<file path="src/rtl/core/cursor_overlay_alpha_blend_assert.svh">
// Assertion macros shared by the cursor overlay RTL.
`ifndef CURSOR_OVERLAY_ALPHA_BLEND_ASSERT_SVH
`define CURSOR_OVERLAY_ALPHA_BLEND_ASSERT_SVH

// Same-cycle implication, checked on every rising edge outside reset.
`define COAB_ASSERT_IMP(lbl, ante, cons, msg) \
	lbl: assert property (@(posedge clk) disable iff (!arst_n) (ante) |-> (cons)) \
		else $error(msg);

// Next-cycle implication, checked on every rising edge outside reset.
`define COAB_ASSERT_NXT(lbl, ante, cons, msg) \
	lbl: assert property (@(posedge clk) disable iff (!arst_n) (ante) |=> (cons)) \
		else $error(msg);

`endif

</file>
<file path="src/rtl/core/coab_pkg.sv">
// Shared types, constants and helper functions for the cursor overlay.
package coab_pkg;

	localparam int CURSOR_SIDE = 64;
	localparam int SIDE_BITS   = $clog2(CURSOR_SIDE);
	localparam int STORE_DEPTH = CURSOR_SIDE * CURSOR_SIDE;
	localparam int STORE_BITS  = 2 * SIDE_BITS;
	localparam int FRAME_SIDE  = 4096;
	localparam int COORD_BITS  = 12;
	localparam int POS_BITS    = 13;
	localparam int DIM_BITS    = 7;
	localparam int CFG_IDX_BITS  = 3;
	localparam int CFG_DATA_BITS = 13;

	localparam logic [CFG_IDX_BITS-1:0] CFG_ENABLE = 3'd0;
	localparam logic [CFG_IDX_BITS-1:0] CFG_LEFT   = 3'd1;
	localparam logic [CFG_IDX_BITS-1:0] CFG_TOP    = 3'd2;
	localparam logic [CFG_IDX_BITS-1:0] CFG_WIDTH  = 3'd3;
	localparam logic [CFG_IDX_BITS-1:0] CFG_HEIGHT = 3'd4;

	localparam logic [7:0] ALPHA_OPAQUE = 8'hFF;
	localparam logic [7:0] ALPHA_CLEAR  = 8'h00;

	typedef struct packed {
		logic                       enable;
		logic signed [POS_BITS-1:0] left;
		logic signed [POS_BITS-1:0] top;
		logic [DIM_BITS-1:0]        width;
		logic [DIM_BITS-1:0]        height;
	} cfg_t;

	// Colour channels are ordered blue, green, red as in the pixel word.
	typedef logic [2:0][7:0] rgb_t;

	typedef struct packed {
		logic        hit;
		rgb_t        colour;
		logic [7:0]  fourth;
	} pix_t;

	// Exact floor(x / 255) for any x below 65280, where the quotient fits in 8 bits.
	function automatic logic [7:0] div255(input logic [15:0] x);
		logic [16:0] t;
		t = 17'(x) + 17'(x[15:8]) + 17'd1;
		return t[15:8];
	endfunction

	// Clamp a requested cursor side to the size of the image store.
	function automatic logic [DIM_BITS-1:0] sat_side(input logic [DIM_BITS-1:0] v);
		return (v > DIM_BITS'(CURSOR_SIDE)) ? DIM_BITS'(CURSOR_SIDE) : v;
	endfunction

endpackage

</file>
<file path="src/rtl/core/coab_cfg.sv">
// Configuration register file for the cursor overlay.
module coab_cfg (
	input  logic                                  clk,
	input  logic                                  arst_n,
	input  logic                                  cfg_valid,
	input  logic [coab_pkg::CFG_IDX_BITS-1:0]     cfg_index,
	input  logic [coab_pkg::CFG_DATA_BITS-1:0]    cfg_data,
	output coab_pkg::cfg_t                        cfg
);

	coab_pkg::cfg_t cfg_q;

	always_ff @(posedge clk or negedge arst_n) begin
		if (!arst_n) begin
			cfg_q <= '0;
		end else if (cfg_valid) begin
			unique case (cfg_index)
				coab_pkg::CFG_ENABLE: cfg_q.enable <= cfg_data[0];
				coab_pkg::CFG_LEFT:   cfg_q.left   <= $signed(cfg_data);
				coab_pkg::CFG_TOP:    cfg_q.top    <= $signed(cfg_data);
				coab_pkg::CFG_WIDTH:  cfg_q.width  <=
					coab_pkg::sat_side(cfg_data[coab_pkg::DIM_BITS-1:0]);
				coab_pkg::CFG_HEIGHT: cfg_q.height <=
					coab_pkg::sat_side(cfg_data[coab_pkg::DIM_BITS-1:0]);
				default: ;
			endcase
		end
	end

	assign cfg = cfg_q;

endmodule

</file>
<file path="config.mk">
export PLATFORM = sky130hd
export DESIGN_NAME = coab_cfg
export DESIGN_NICKNAME = d
export VERILOG_FILES = /design/src/rtl/core/cursor_overlay_alpha_blend_assert.svh /design/src/rtl/core/coab_pkg.sv /design/src/rtl/core/coab_cfg.sv
export SDC_FILE = /design/constraint.sdc
export NUM_CORES = 1
export LEC_CHECK = 0
export ABC_CLOCK_PERIOD_IN_PS = 1500
export BUFFER_PORTS_ARGS = -buffer_cell sky130_fd_sc_hd__buf_4
export CAP_MARGIN = 20
export CORE_ASPECT_RATIO = 1.25
export CORE_UTILIZATION = 40
export CTS_CLUSTER_DIAMETER = 150
export DETAILED_ROUTE_END_ITERATION = 8
export GPL_ROUTABILITY_DRIVEN = 0
export GPL_TIMING_DRIVEN = 0
export PLACE_DENSITY = 0.63
export SYNTH_ARGS = -nofsm -noshare
export SYNTH_HDL_FRONTEND = slang
export SYNTH_SLANG_ARGS = --single-unit
</file>
<file path="constraint.sdc">
create_clock -name clk -period 1.5 [get_ports clk]
set_input_delay 0.3 -clock clk [delete_from_list [all_inputs] [get_ports clk]]
set_output_delay 0.3 -clock clk [all_outputs]
set_load 0.05 [all_outputs]
</file>
==> impl_metrics.yaml <==
synth:
  synth-seq-cells: 41
  syn-cell-area_sq_um: 1740
  synth_top_area_cell: "dfrtp_1"
  yosysWarnings: 0
  postSynthAreaPerCell_sq_um: 17.9
  synthDistinctLibCells: 10
  syn-num-nets: 116
  synth_area_leaders: "dfrtp_1, mux2_4, mux2_2"
  synthCells: 97
  ys_seq_area_share_pct: 59.0
  yosysTopAreaCellShare_pct: 59.0
sta:
  relSlewSlack_pct: 66.6
  layout_min_cycle_time_ns: 1.19
  period_share_pct: 79.4
  fmax_ghz: 0.840
  rsz0062_at_grt: "false"
  hold_violations: 0
  setup_viol: 0
  finalSetupTns_ns: 0
  fin_skew_ns: 0
  tightest_slew_ns: 0.500
  slew_violations: 0
drt:
  drt_wl_total_um: 3310
  wire_per_inst_um: 15.0
  drc: 0
  detail_route.vias_per_cell: 4.76
  dr.pass1.iters: 2
  vias: 1052
  drtAntennaViolNets: 0
  drtIter0Drc: 7
clocking:
  cts_root_buf: "clkbuf_8"
  h-tree-depth: 2
  postCtsSetupRepairBufs: 0
  clock_sinks: 41
  cts-resized-gates: 0
  cts_tree: "built"
  clkLatencyLatePin_ns: 0.28
  cts_buffer_depth: 2
  cts-buffers-inserted: 5
  clkTransAtPathRegs_ns: 0.07
power:
  p_sw_mw: 1.52
  vdd_drop_max_mv: 0.697
  pwr-share-seq_pct: 39.0
  p_int_mw: 2.24
  pwr-share-comb_pct: 43.0
  power_density_nw_per_um2: 1600
  swShare_pct: 40.4
  p_leak_nw: 1.14
  power_frac_clock_pct: 18.0
floorplan:
  core_sq_um: 4130
  rows: 26
  die_y_um: 75.7
  dieArea_sq_um: 4620
  initial_core_util_pct: 42.1
  fp.dieW_um: 61.0
  pin_count: 60
global_routing:
  grt_usage_pct: 15.9
  grt_max_degree: 42
  grt.overflow.total: 0
  antenna_found_initial: 0
  grt_first_pass_wirelength_um: 5120
  grt_pass1_vias: 1103
worst_setup_path:
  cp.arrival_ns: 0.89
  cp-start-kind: "flip-flop"
  crit_path_cell_trace: "buf_4"
  criticalPathCategory: "reg2out"
  cp_top_family: "flip-flops"
  cp_max_fo: 2
  critical_path.max_stage_delay_ns: 0.41
  crit_required_ns: 1.20
  slowest_stage: "dfrtp_1"
  cp-end-kind: "primary output"
  crit_buf_inv: 1
job:
  cap_violations: 0
cells_and_area:
  n_fill_cell: 367
  area_delta_synth_final_pct: 34.8
  largest_reg_flops: 41
  final_area_sq_um: 2340
  nNetsFinal: 183
  layout-drive-gt1-share_pct: 69.1
  n_antenna_cell: 0
placement:
  dpl_cell_area_sq_um: 2250
  port-buffer-count: 59
  dp_hpwl_um: 2360
hold_path:
  worstHoldPathType: "in2reg"
run_status:
  status: "finished, final reports clean"
## power by group through the flow
stage	combinational [mW]	clock [mW]	sequential (mW)
finish	1.61	0.675	1.47
global route	1.69	0.765	1.50
CTS	1.63	0.697	1.47
detailed placement	1.63	0	1.48
global placement	1.61	0	1.47
floorplan	0.312	0	2.28
## cells by family (layout without fill, tap and decap cells)
kind of cell,after synthesis,in the layout,synth area share [%]
DFF,41,41,59.0
buffers and inverters,4,72,3.60
and+or+nand+nor,11,11,5.90
muxes,41,41,31.5
## worst paths after layout
| kind | start | endpoint | slack (ns) | depth (start not counted) |
|---|---|---|---|---|
| setup / recovery | cfg[1] | cfg[1] | 0.31 | 1 |
| hold / removal | cfg_data[12] | cfg[39] | 0.25 | 2 |
| setup reg to reg | cfg[1] | cfg[1] | 0.71 | 1 |
| hold reg to reg | cfg[21] | cfg[21] | 0.51 | 1 |
| max in group asynchronous | arst_n | cfg[2] | 0.63 | 2 |
| min in group asynchronous | arst_n | cfg[28] | 0.53 | 2 |
## timing repair
item | CTS | global route
endpoints found under the setup margin | 0 | 0
hold buffers | 1 | 0
endpoints found under the hold margin | 41 | 0
## final cells by class
class,instances,area [sq um],area share (%)
Buffer,4,62.6,2.67
Tap cell,56,70.1,2.99
Clock inverter,2,10.0,0.427
Sequential cell,41,1030,43.8
Timing Repair Buffer,60,453,19.3
Clock buffer,6,72.6,3.09
Multi-Input combinational cell,52,651,27.7
## Yosys cell counts
cell	instances
and4b_2	1
mux2_4	23
and4bb_4	2
nor4b_1	1
buf_6	2
buf_12	2
dfrtp_1	41
mux2_2	18
and4bb_1	1
nor2b_1	6
## stage by stage
stage	setup WS [ns]	util (%)	hold slack, ns	power (mW)	std cells
floorplan	0.289	-	0.00441	2.59	97
global placement	0.105	54.5	0.296	3.09	212
detailed placement	0.0906	54.5	0.305	3.11	212
CTS	0.307	56.8	0.246	3.80	221
global route	0.274	56.8	0.231	3.95	221
finish	0.310	56.8	0.253	3.76	221
## metal layers
layer | GRT usage [%] | routed length, um | vias up
met1 | 16.9 | 1330 | 524
met4 | 5.30 | 46 | 0
met2 | 27.7 | 1670 | 47
met5 | 0 | 0 | -
met3 | 7.13 | 271 | 6
li1 | - | - | 475
## placed cells by master (no fill, tap or decap)
cell type      count
and4bb_4           2
mux2_2            18
dlygate4sd3_1      1
buf_12             2
nor2b_1            6
buf_6              2
nor4b_1            1
clkbuf_8           5
and4bb_1           1
and4b_2            1
mux2_4            23
clkinv_2           2
clkbuf_1           1
buf_4             59
dfrtp_1           41
(Power assumes the default switching activity.)
