--- config.mk ---
export PLATFORM = sky130hd
export DESIGN_NAME = coab_blend
export DESIGN_NICKNAME = d
export VERILOG_FILES = /design/src/rtl/core/cursor_overlay_alpha_blend_assert.svh /design/src/rtl/core/coab_pkg.sv /design/src/rtl/core/coab_blend.sv
export SDC_FILE = /design/constraint.sdc
export NUM_CORES = 1
export LEC_CHECK = 0
export ABC_AREA = 1
export BUFFER_PORTS_ARGS = -buffer_cell sky130_fd_sc_hd__clkbuf_2
export CAP_MARGIN = 20
export CORE_MARGIN = 2
export CORE_UTILIZATION = 40
export CTS_BUF_LIST = sky130_fd_sc_hd__clkbuf_4
export DETAILED_ROUTE_END_ITERATION = 16
export SYNTH_ARGS = -nofsm -noshare
export SYNTH_HDL_FRONTEND = slang
export SYNTH_SLANG_ARGS = --single-unit
export TNS_END_PERCENT = 1
--- constraint.sdc ---
create_clock -name clk -period 3.8 [get_ports clk]
set_input_delay 0.19 -clock clk [delete_from_list [all_inputs] [get_ports clk]]
set_output_delay 0.19 -clock clk [all_outputs]
set_load 0.02 [all_outputs]
--- src/rtl/core/cursor_overlay_alpha_blend_assert.svh ---
// Assertion macros shared by the cursor overlay RTL.
`ifndef CURSOR_OVERLAY_ALPHA_BLEND_ASSERT_SVH
`define CURSOR_OVERLAY_ALPHA_BLEND_ASSERT_SVH

// Same-cycle implication, checked on every rising edge outside reset.
`define COAB_ASSERT_IMP(lbl, ante, cons, msg) \
	lbl: assert property (@(posedge clk) disable iff (!arst_n) (ante) |-> (cons)) \
		else $error(msg);

// Next-cycle implication, checked on every rising edge outside reset.
`define COAB_ASSERT_NXT(lbl, ante, cons, msg) \
	lbl: assert property (@(posedge clk) disable iff (!arst_n) (ante) |=> (cons)) \
		else $error(msg);

`endif

--- src/rtl/core/coab_pkg.sv ---
// Shared types, constants and helper functions for the cursor overlay.
package coab_pkg;

	localparam int CURSOR_SIDE = 64;
	localparam int SIDE_BITS   = $clog2(CURSOR_SIDE);
	localparam int STORE_DEPTH = CURSOR_SIDE * CURSOR_SIDE;
	localparam int STORE_BITS  = 2 * SIDE_BITS;
	localparam int FRAME_SIDE  = 4096;
	localparam int COORD_BITS  = 12;
	localparam int POS_BITS    = 13;
	localparam int DIM_BITS    = 7;
	localparam int CFG_IDX_BITS  = 3;
	localparam int CFG_DATA_BITS = 13;

	localparam logic [CFG_IDX_BITS-1:0] CFG_ENABLE = 3'd0;
	localparam logic [CFG_IDX_BITS-1:0] CFG_LEFT   = 3'd1;
	localparam logic [CFG_IDX_BITS-1:0] CFG_TOP    = 3'd2;
	localparam logic [CFG_IDX_BITS-1:0] CFG_WIDTH  = 3'd3;
	localparam logic [CFG_IDX_BITS-1:0] CFG_HEIGHT = 3'd4;

	localparam logic [7:0] ALPHA_OPAQUE = 8'hFF;
	localparam logic [7:0] ALPHA_CLEAR  = 8'h00;

	typedef struct packed {
		logic                       enable;
		logic signed [POS_BITS-1:0] left;
		logic signed [POS_BITS-1:0] top;
		logic [DIM_BITS-1:0]        width;
		logic [DIM_BITS-1:0]        height;
	} cfg_t;

	// Colour channels are ordered blue, green, red as in the pixel word.
	typedef logic [2:0][7:0] rgb_t;

	typedef struct packed {
		logic        hit;
		rgb_t        colour;
		logic [7:0]  fourth;
	} pix_t;

	// Exact floor(x / 255) for any x below 65280, where the quotient fits in 8 bits.
	function automatic logic [7:0] div255(input logic [15:0] x);
		logic [16:0] t;
		t = 17'(x) + 17'(x[15:8]) + 17'd1;
		return t[15:8];
	endfunction

	// Clamp a requested cursor side to the size of the image store.
	function automatic logic [DIM_BITS-1:0] sat_side(input logic [DIM_BITS-1:0] v);
		return (v > DIM_BITS'(CURSOR_SIDE)) ? DIM_BITS'(CURSOR_SIDE) : v;
	endfunction

endpackage

--- src/rtl/core/coab_blend.sv ---
// Alpha blend: products and sums in one stage, divide by 255 and select in the next.
module coab_blend (
	input  logic               clk,
	input  logic               arst_n,
	input  logic               valid_s1,
	input  coab_pkg::pix_t     pix_s1,
	input  logic [31:0]        word_s1,
	input  logic               out_stall,
	output logic               adv_s1,
	output logic               out_valid,
	output logic [7:0]         out_blue,
	output logic [7:0]         out_green,
	output logic [7:0]         out_red,
	output logic [7:0]         out_fourth
);

	logic                 valid_s2, valid_s3;
	logic                 adv_s2, adv_s3;
	logic                 mix_s2;
	coab_pkg::rgb_t       byte_s2;
	logic [2:0][15:0]     sum_s2;
	logic [7:0]           fourth_s2;
	coab_pkg::rgb_t       res_s3;
	logic [7:0]           fourth_s3;

	logic [7:0]           alpha;
	coab_pkg::rgb_t       cur;
	logic [2:0][15:0]     sum;
	coab_pkg::rgb_t       pass;
	logic                 mix;
	coab_pkg::rgb_t       res;

	assign adv_s3 = !valid_s3 || !out_stall;
	assign adv_s2 = !valid_s2 || adv_s3;
	assign adv_s1 = !valid_s1 || adv_s2;

	always_comb begin
		alpha = word_s1[31:24];
		cur   = word_s1[23:0];
		for (int i = 0; i < 3; i++) begin
			sum[i] = 16'(cur[i]) * 16'(alpha) +
				16'(pix_s1.colour[i]) * 16'(coab_pkg::ALPHA_OPAQUE - alpha);
		end
		mix  = pix_s1.hit && (alpha != coab_pkg::ALPHA_OPAQUE) &&
			(alpha != coab_pkg::ALPHA_CLEAR);
		pass = (pix_s1.hit && (alpha == coab_pkg::ALPHA_OPAQUE)) ? cur : pix_s1.colour;
	end

	always_ff @(posedge clk) begin
		if (adv_s2) begin
			mix_s2    <= mix;
			byte_s2   <= pass;
			sum_s2    <= sum;
			fourth_s2 <= pix_s1.fourth;
		end
	end

	always_comb begin
		for (int i = 0; i < 3; i++) begin
			res[i] = mix_s2 ? coab_pkg::div255(sum_s2[i]) : byte_s2[i];
		end
	end

	always_ff @(posedge clk) begin
		if (adv_s3) begin
			res_s3    <= res;
			fourth_s3 <= fourth_s2;
		end
	end

	always_ff @(posedge clk or negedge arst_n) begin
		if (!arst_n) begin
			valid_s2 <= 1'b0;
			valid_s3 <= 1'b0;
		end else begin
			if (adv_s2) begin
				valid_s2 <= valid_s1;
			end
			if (adv_s3) begin
				valid_s3 <= valid_s2;
			end
		end
	end

	assign out_valid  = valid_s3;
	assign out_blue   = res_s3[0];
	assign out_green  = res_s3[1];
	assign out_red    = res_s3[2];
	assign out_fourth = fourth_s3;

endmodule

==> impl_metrics.yaml, run 1 <==
critical_path:
  start_kind: "primary input"
  critPathMaxFanout: 6
  arrival_ns: 4.75
  cp-end-kind: "flop"
  critical_path_required_ns: 4.15
  path_class: "in2reg"
  rrSetupSlack_ns: 1.48
layout:
  drive_gt1_frac: 0.175
  multi_input_area_sq_mm: 0.0133
  num-fill-cells: 4506
  final_common_cell: "inv_1"
  seq_area_sq_mm: 0.00344
  area_growth_pct: 20.0
  layout.nets: 3214
  fin_util: 0.488
  mostFrequentLayoutCells: "inv_1, nand2_1, fa_1"
drt:
  first_iter_violations: 964
  wl_per_cell_um: 15.0
  routed_wl_mm: 49.1
  wl_met3_mm: 2.30
  drc_errors: 0
  top_layer_used: "met4"
  dr_total_vias: 15400
  drtPass1Iterations: 5
  met2_length_mm: 23.5
  vias_per_cell: 4.71
  ant_nets: 0
  wl_met1_mm: 22.0
pwr:
  p_sw_frac: 0.490
  pwr-share-clk: 0.041
  netSwitchingPower_w: 0.0111
  max-vdd-ir-drop_mv: 0.903
  seqPwrFrac: 0.123
  p_per_area_mw_per_mm2: 995
  internal-power_w: 0.0116
  power_leakage_nw: 12.7
  pwr-share-comb: 0.836
sta:
  maxSlewViolCount: 0
  fin_skew_ns: 0.0406
  hold_viol_final: 0
  rsz0062_at_grt: "yes"
  setup_viol: 33
  min_period_ns: 4.40
  maxSlewHeadroom: 0.428
  finalCritPeriodShare: 1.16
  fmax_mhz: 227
  layout_setup_ws_ns: -0.598
  worst_pin_slew_ns: 0.858
clock_tree:
  cts-buffers-inserted: 17
  cts_root_buffer: "clkbuf_4"
  cts.sinks: 115
  clk_path_buf_depth: 2
  clk_pin_slew_worst_paths_ns: 0.15
  worstSkewPairLatency_ns: 0.61
  cts_tree: "yes"
  cts_max_level: 4
synth:
  synth_cell_types: 36
  synthCells: 2346
  synth-simple-area-share: 0.186
  synth-xor-area-share: 0.0194
  syn_area_per_cell_sq_um: 8.10
  synth_fa_ha_area_frac: 0.442
  synth_seq_area_share: 0.181
  netlist_area_sq_mm: 0.0190
  yosys-top-cells-area: "fa_1, edfxtp_1, ha_1, inv_1, nand2_1"
  ys_seq_elements: 115
  yosysWarnings: 0
  synth_top_family_by_area: "adder cells"
  synth.area.mux_share: 0
  synth_top_area_frac: 0.302
  synth-compound-area-share: 0.0295
  synth_top_cell_by_area: "fa_1"
global_routing:
  grt_pass1_vias: 16400
  grt-ovfl-total: 0
  grt_usage: 0.210
  grt_antenna_before_repair: 4
  grt_max_degree: 46
  grt_first_pass_wirelength_mm: 81.8
die:
  io_pins: 103
  die_w_um: 222
  core_area_sq_mm: 0.0468
  rows: 79
  die_h_um: 222
  fp.dieArea_sq_mm: 0.0493
  start_util: 0.407
status:
  violations: "setup timing"
  run_status: "complete, but fails checks"
place:
  dp_slack_ns: -1.27
  io_buffers: 102
  hpwl_mm: 41.7
  globalplace.congestion: 0.925
hold_path:
  min_path_type: "in2reg"
job:
  cap_violations: 0
## worst max-delay path, cell delays in order
cell and delay [ns]:
clkbuf_4 0.15, bufbuf_16 0.28, nand2_1 0.06, inv_1 0.06, fa_1 0.54, inv_1 0.05, fa_1 0.47, inv_1 0.05
fa_1 0.50, fa_2 0.44, fa_1 0.49, inv_1 0.05, fa_1 0.47, inv_1 0.06, ha_4 0.23, a21oi_2 0.15
o21ai_1 0.12, a21oi_1 0.15, nand2_1 0.09, xor2_1 0.16
## what timing repair did
action                                  CTS  global route
gates resized for setup                  52            35
gates cloned                              1             0
hold endpoints to repair                 17             0
pin swaps                                17             8
setup buffers                             1             0
endpoints found under the setup margin   33            34
hold buffers                             17             0
## cells in the mapped netlist (all sizes together)
master,number
inv,635
nand2,569
fa,287
ha,212
nor2,180
edfxtp,113
nand3,84
clkbuf,52
a21oi,51
o21ai,40
xor2,24
buf,22
xnor2,18
nand4,11
nand3b,9
nor3,8
or2,8
a31oi,4
nor4,4
a21boi,3
o21bai,3
and2,2
dfrtp,2
o22ai,2
a21o,1
conb,1
nor3b,1
## path summary, 6_finish.rpt
path                                           endpoint  depth (start not counted)                    from
worst max-delay path               sum_s2[11]$_DFFE_PP_                         20             word_s1[28]
worst min-delay path               byte_s2[8]$_DFFE_PP_                          4              pix_s1[16]
worst max register to register      sum_s2[1]$_DFFE_PP_                          5   out_valid$_DFFE_PN0P_
worst min register to register  out_fourth[0]$_DFFE_PP_                          0  fourth_s2[0]$_DFFE_PP_
max in group asynchronous          valid_s2$_DFFE_PN0P_                          3                  arst_n
min in group asynchronous         out_valid$_DFFE_PN0P_                          3                  arst_n
## per-stage QoR
stage	total power (W)	hold WS, ns	cell area (sq um)	setup TNS (ns)	instances
CTS	0.0224	0.00360	22700	-10.94	3266
finish	0.0227	0.0976	22800	-13.90	3269
global placement	0.0203	-0.0243	22000	-37.79	3215
floorplan	0.0149	-0.106	19400	-25.97	2348
global route	0.0253	0.0780	22800	-17.90	3269
detailed placement	0.0205	-0.0192	22000	-39.40	3215
## state kept, by name, indices dropped and copies added, names as in the netlist
signal and flops:
sum_s2 48, byte_s2 24, fourth_s2 8, out_blue 8, out_fourth 8, out_green 8, out_red 8, mix_s2 1
out_valid 1, valid_s2 1
## final cells by class
| type | instances | share of cell area |
|---|---|---|
| diodes | 3 | 0.000329 |
| clock buffers | 17 | 0.00559 |
| flip-flops and latches | 115 | 0.151 |
| clock inverters | 15 | 0.00631 |
| well taps | 607 | 0.0333 |
| repair buffers | 353 | 0.114 |
| multi-input cells | 1524 | 0.584 |
| inverters | 635 | 0.106 |
## routing by layer
metal  up-vias  global-route usage
li1       7550                   -
met3        69              0.0289
met2       357               0.360
met4         0              0.0636
met5         -                   0
met1      7416               0.276
## power groups by stage
stage	logic (W)	registers, W	clock network [W]
CTS	0.0187	0.00278	0.000982
floorplan	0.0121	0.00280	0
global route	0.0215	0.00281	0.00102
global placement	0.0175	0.00281	0
finish	0.0190	0.00278	0.000938
detailed placement	0.0177	0.00281	0
## cells by family (layout without fill, tap and decap cells)
| family | after synthesis | in the layout |
|---|---|---|
| AO/OA/AOI/OAI | 104 | 104 |
| AND/OR/NAND/NOR | 876 | 876 |
| buffers and inverters | 709 | 1020 |
| adder cells (fa/ha/maj) | 499 | 499 |
| other | 1 | 6 |
| flip-flops | 115 | 115 |
| XOR/XNOR | 42 | 42 |
Note: power is estimated with default switching activity, not from simulation.
==> run 2, diff against run 1 <==
--- a/config.mk
+++ b/config.mk
@@ -8,7 +8,7 @@
 export ABC_AREA = 1
 export BUFFER_PORTS_ARGS = -buffer_cell sky130_fd_sc_hd__clkbuf_2
 export CAP_MARGIN = 20
-export CORE_MARGIN = 2
+export CORE_ASPECT_RATIO = 0.5
 export CORE_UTILIZATION = 40
 export CTS_BUF_LIST = sky130_fd_sc_hd__clkbuf_4
 export DETAILED_ROUTE_END_ITERATION = 16
==> run 2 against run 1 <==
Effect of this change:
- highest routed layer unchanged
- the flow still finishes with violations (setup timing)
- worst setup slack worse by 0.13 ns
- clock skew is 0.022 ns lower
- count of clock-buffer cells in the layout stayed put
==> impl_metrics.yaml, run 2 (same netlist as run 1, synthesis figures left out) <==
status:
  run_status: "complete, but fails checks"
  violations: "setup timing"
global_routing:
  grt_first_pass_wirelength_mm: 83.4
  grt-ovfl-total: 0
  grt_pass1_vias: 15400
  grt_max_degree: 49
  grt_antenna_before_repair: 2
  grt_usage: 0.224
clock_tree:
  cts_tree: "yes"
  cts.sinks: 115
  clk_path_buf_depth: 2
  cts_max_level: 4
  clk_pin_slew_worst_paths_ns: 0.12
  cts_root_buffer: "clkbuf_4"
  cts-buffers-inserted: 17
  worstSkewPairLatency_ns: 0.54
drt:
  vias_per_cell: 4.63
  routed_wl_mm: 51.1
  drtPass1Iterations: 8
  first_iter_violations: 989
  ant_nets: 0
  dr_total_vias: 15300
  wl_per_cell_um: 15.5
  drc_errors: 0
die:
  core_area_sq_mm: 0.0469
  die_h_um: 156
  io_pins: 103
  die_w_um: 310
  fp.dieArea_sq_mm: 0.0485
  rows: 56
  start_util: 0.406
critical_path:
  start_kind: "primary input"
  crit_slowest_cell: "fa_1"
  cp_common_cell: "fa_1"
  rrSetupSlack_ns: 1.51
  critical_path_required_ns: 4.13
  critPathMaxFanout: 8
  critPathMaxStageDelay_ns: 0.53
  path_class: "in2reg"
  arrival_ns: 4.86
  cp-end-kind: "flop"
  ff2ff_path_depth: 5
  reg2reg_to: "sum_s2[21]$_DFFE_PP_"
  crit_path_cell_trace: "clkbuf_2 -> buf_4 -> nand2_1 -> inv_1 -> fa_1 -> inv_1 -> fa_1 -> fa_1 -> inv_1 -> fa_1 -> fa_1 -> inv_1 -> fa_1 -> inv_1 -> ha_4 -> nand2_2 -> o21ai_2 -> a21oi_1 -> xnor2_1"
  reg2reg_from: "out_valid$_DFFE_PN0P_"
  cpLargestDelayFamily: "adder cells"
  path_buf_inv: 7
sta:
  rsz0062_at_grt: "yes"
  finalCritPeriodShare: 1.19
  maxSlewHeadroom: 0.436
  worst_pin_slew_ns: 0.845
  layout_setup_ws_ns: -0.731
  hold_viol_final: 0
  setup_viol: 33
  min_period_ns: 4.53
  maxSlewViolCount: 0
  fin_skew_ns: 0.0186
  fmax_mhz: 221
place:
  io_buffers: 102
  hpwl_mm: 43.3
  globalplace.congestion: 0.941
  dp.cells: 3257
layout:
  fin_util: 0.492
  reg.largest.list: "sum_s2: 48 flops, byte_s2: 24 flops"
  mostFrequentLayoutCells: "inv_1, nand2_1, fa_1"
  layout.nets: 3221
  final_cells: 3304
  final_common_cell: "inv_1"
  area_growth_pct: 21.2
  largest_register: "sum_s2"
  drive_gt1_frac: 0.185
  largest_reg_flops: 48
job:
  cap_violations: 0
hold_path:
  hold_end: "mix_s2$_DFFE_PP_"
  min_path_type: "in2reg"
  worstHoldPathCells: 3
  hp-start: "pix_s1[32]"
run 2: changes by cell type in the layout (fill, tap and decap cells not counted), moves of 3 or more:
cell and change:
a21oi_2 -4, ha_4 +4, fa_2 +3, inv_1 -4, ha_1 -6, clkbuf_2 -7
fa_1 -3, buf_6 -4, buf_2 +3, buf_4 +14, inv_2 +5, dlygate4sd3_1 -6
inv_6 -3
run 2: cell type report:
type	instances	area, sq um
clock inverter	14	154
timing repair buffer	360	2710
sequential	115	3440
antenna	1	2.50
fill	4470	23800
multi-input combinational	1524	13400
tap	638	798
clock buffer	17	128
inverter	635	2400
run 2: stage by stage:
stage	setup slack (ns)	hold WS (ns)	TNS, ns	instance area [sq um]
4_1_cts	-0.621	0.0782	-15.49	22900
6_report	-0.731	0.133	-16.85	23000
3_5_place_dp	-1.36	-0.0191	-40.55	22100
3_3_place_gp	-1.36	-0.0227	-39.39	22100
5_1_grt	-0.808	0.0909	-20.75	23000
2_1_floorplan	-0.927	-0.106	-25.97	19400
run 2: worst max-delay path by stage:
stage                      startpoint                   end  slack, ns  cells past startpoint
after detailed placement  word_s1[25]  sum_s2[43]$_DFFE_PP_      -1.36                     18
after global routing      word_s1[27]  sum_s2[45]$_DFFE_PP_      -0.81                     19
after CTS                 word_s1[26]  sum_s2[45]$_DFFE_PP_      -0.62                     19
after floorplan           word_s1[29]  sum_s2[15]$_DFFE_PP_      -0.93                     21
final                     word_s1[31]  sum_s2[43]$_DFFE_PP_      -0.73                     19
after global placement    word_s1[25]  sum_s2[43]$_DFFE_PP_      -1.36                     18
run 2: layer usage:
metal,global-route usage,share of wire
met2,0.317,0.39
met3,0.0307,0.073
met4,0.0380,0.013
met5,0,0
met1,0.358,0.52
run 2: what timing repair did:
| item | 4_1_cts | 5_1_grt |
|---|---|---|
| resized for setup | 69 | 49 |
| cloned | 3 | 0 |
| hold buffers | 11 | 0 |
| setup endpoints to repair | 33 | 33 |
| pin swaps | 21 | 8 |
| buffers inserted | 0 | 1 |
| hold endpoints to repair | 11 | 0 |
run 2: worst register-to-register path: stages, from the launching register on:
cell and delay, ns:
dfrtp_1 0.36, nand2_1 0.05, buf_4 0.27, nor2_1 0.26, clkinv_2 0.62, buf_12 0.46
Power of run 2 is not shown: default switching activity piles up to over one toggle a cycle in this logic, so the estimate is an artifact.
==> run 3, diff against run 2 <==
--- a/config.mk
+++ b/config.mk
@@ -9,9 +9,10 @@
 export BUFFER_PORTS_ARGS = -buffer_cell sky130_fd_sc_hd__clkbuf_2
 export CAP_MARGIN = 20
 export CORE_ASPECT_RATIO = 0.5
-export CORE_UTILIZATION = 40
+export CORE_UTILIZATION = 35
 export CTS_BUF_LIST = sky130_fd_sc_hd__clkbuf_4
 export DETAILED_ROUTE_END_ITERATION = 16
+export SLEW_MARGIN = 15
 export SYNTH_ARGS = -nofsm -noshare
 export SYNTH_HDL_FRONTEND = slang
 export SYNTH_SLANG_ARGS = --single-unit
==> run 3 against run 2 <==
Effect of this change:
- the run still ends with setup timing left
- worst hold slack worse by 0.0094 ns
- global-route usage down 2.7 points
- count of clock-buffer cells in the layout unchanged
- clock skew up 0.013 ns
- first-iteration DRC count up 9.3%
- worst setup slack worse by 0.10 ns
- sequential share of layout area down 0.29 points
- critical path depth up 3
- final area up 2.0%
- die area up 14%
- largest cell class unchanged
==> impl_metrics.yaml, run 3 (same netlist as run 1, synthesis figures left out) <==
layout:
  largest_reg_flops: 48
  seq_area_sq_mm: 0.00344
  finalInstanceArea_sq_mm: 0.0235
  num-fill-cells: 5210
  mostFrequentLayoutCells: "inv_1, nand2_1, fa_1"
  layout.nets: 3236
  fin_util: 0.445
  largest_register: "sum_s2"
  drive_gt1_frac: 0.201
  area_growth_pct: 23.6
  reg.largest.list: "sum_s2: 48 flops, byte_s2: 24 flops"
  multi_input_area_sq_mm: 0.0135
  final_common_cell: "inv_1"
global_routing:
  grt_first_pass_wirelength_mm: 85.5
  grt_antenna_before_repair: 1
  grt_pass1_vias: 15700
  grt-ovfl-total: 0
  grt_max_degree: 50
  grt_usage: 0.197
sta:
  hold_viol_final: 0
  fmax_mhz: 216
  min_period_ns: 4.63
  rsz0062_at_grt: "yes"
  worst_hold_slack_ns: 0.124
  maxSlewViolCount: 0
  setup_viol: 35
  maxSlewHeadroom: 0.430
  layout_setup_ws_ns: -0.831
  fin_skew_ns: 0.0314
  finalCritPeriodShare: 1.22
  worst_pin_slew_ns: 0.854
place:
  io_buffers: 102
  globalplace.congestion: 0.935
  place_area_sq_mm: 0.0224
  hpwl_mm: 44.6
die:
  die_h_um: 167
  die_w_um: 332
  rows: 59
  io_pins: 103
  fp.dieArea_sq_mm: 0.0553
  core_area_sq_mm: 0.0528
  start_util: 0.360
drt:
  drc_errors: 0
  vias_per_cell: 4.58
  met2_length_mm: 22.4
  top_layer_used: "met4"
  dr_total_vias: 15500
  first_iter_violations: 1081
  wl_per_cell_um: 15.4
  wl_met1_mm: 26.1
  ant_nets: 0
  wl_met3_mm: 3.18
  drtPass1Iterations: 6
  routed_wl_mm: 52.2
critical_path:
  critPathMaxFanout: 15
  critical_path_required_ns: 4.06
  path_class: "in2reg"
  arrival_ns: 4.89
  cp-end-kind: "flop"
  start_kind: "primary input"
clock_tree:
  cts_tree: "yes"
  cts_root_buffer: "clkbuf_4"
  clk_path_buf_depth: 2
  cts_max_level: 4
  worstSkewPairLatency_ns: 0.54
  clk_pin_slew_worst_paths_ns: 0.14
  cts.sinks: 115
  cts-buffers-inserted: 17
status:
  run_status: "complete, but fails checks"
  violations: "setup timing"
hold_path:
  min_path_type: "in2reg"
job:
  cap_violations: 0
## run 3: changes by cell type in the layout (fill, tap and decap cells not counted), moves of 4 or more
| cell | previous run | this run |
|---|---|---|
| a21oi_1 | 32 | 27 |
| inv_1 | 623 | 617 |
| buf_2 | 4 | 0 |
| clkbuf_2 | 92 | 97 |
| nand2_1 | 556 | 552 |
| inv_2 | 7 | 12 |
| buf_12 | 7 | 17 |
| buf_6 | 3 | 12 |
| nor2_2 | 11 | 20 |
| nor2_1 | 166 | 155 |
| a21oi_2 | 13 | 19 |
## run 3: stage by stage
step | setup TNS, ns | std cells | worst slack, ns
2_1_floorplan | -25.97 | 2348 | -0.927
3_3_place_gp | -40.30 | 3331 | -1.39
3_5_place_dp | -41.58 | 3331 | -1.42
4_1_cts | -15.40 | 3378 | -0.620
5_1_grt | -22.91 | 3382 | -0.887
6_report | -19.07 | 3382 | -0.831
## run 3: repair_timing
action,CTS,global route
gates resized for setup,100,54
buffers inserted,3,3
hold endpoints to repair,11,0
pin swaps,42,25
hold buffers,11,0
cloned,2,0
endpoints found under the setup margin,35,35
## run 3: area by class of cell
| cell class | count | share of cell area |
|---|---|---|
| Multi-Input combinational cell | 1524 | 0.576 |
| Sequential cell | 115 | 0.147 |
| Timing Repair Buffer | 375 | 0.125 |
| Inverter | 635 | 0.103 |
| Tap cell | 701 | 0.0373 |
| Clock inverter | 14 | 0.00665 |
| Clock buffer | 17 | 0.00543 |
| Antenna cell | 1 | 0.000106 |
## run 3: critical path, cell delays in order
cell	delay [ns]
clkbuf_2	0.11
buf_12	0.13
buf_12	0.12
buf_12	0.14
nor2_2	0.12
fa_1	0.44
fa_1	0.50
inv_1	0.05
fa_1	0.46
fa_1	0.49
inv_1	0.05
fa_1	0.47
inv_1	0.05
fa_1	0.42
inv_1	0.09
ha_1	0.26
buf_4	0.18
nand2_1	0.13
nor2_4	0.06
nand3_1	0.08
nand4_1	0.14
xor2_2	0.20
## run 3: routing by layer
metal / GRT usage / vias up
met5: 0 / -
met4: 0.0275 / 0
met3: 0.0256 / 30
met2: 0.301 / 431
met1: 0.300 / 7443
li1: - / 7586
## run 3: path summary, 6_finish.rpt
path | from | endpoint | slack [ns] | cells after the start
max | word_s1[28] | sum_s2[14]$_DFFE_PP_ | -0.83 | 22
min | pix_s1[31] | byte_s2[23]$_DFFE_PP_ | 0.12 | 3
max reg2reg | out_valid$_DFFE_PN0P_ | byte_s2[17]$_DFFE_PP_ | 1.54 | 5
min reg2reg | fourth_s2[5]$_DFFE_PP_ | out_fourth[5]$_DFFE_PP_ | 0.43 | 0
max in group asynchronous | arst_n | out_valid$_DFFE_PN0P_ | 3.15 | 3
min in group asynchronous | arst_n | valid_s2$_DFFE_PN0P_ | 0.52 | 3
Power of run 3 is left out for the same reason.
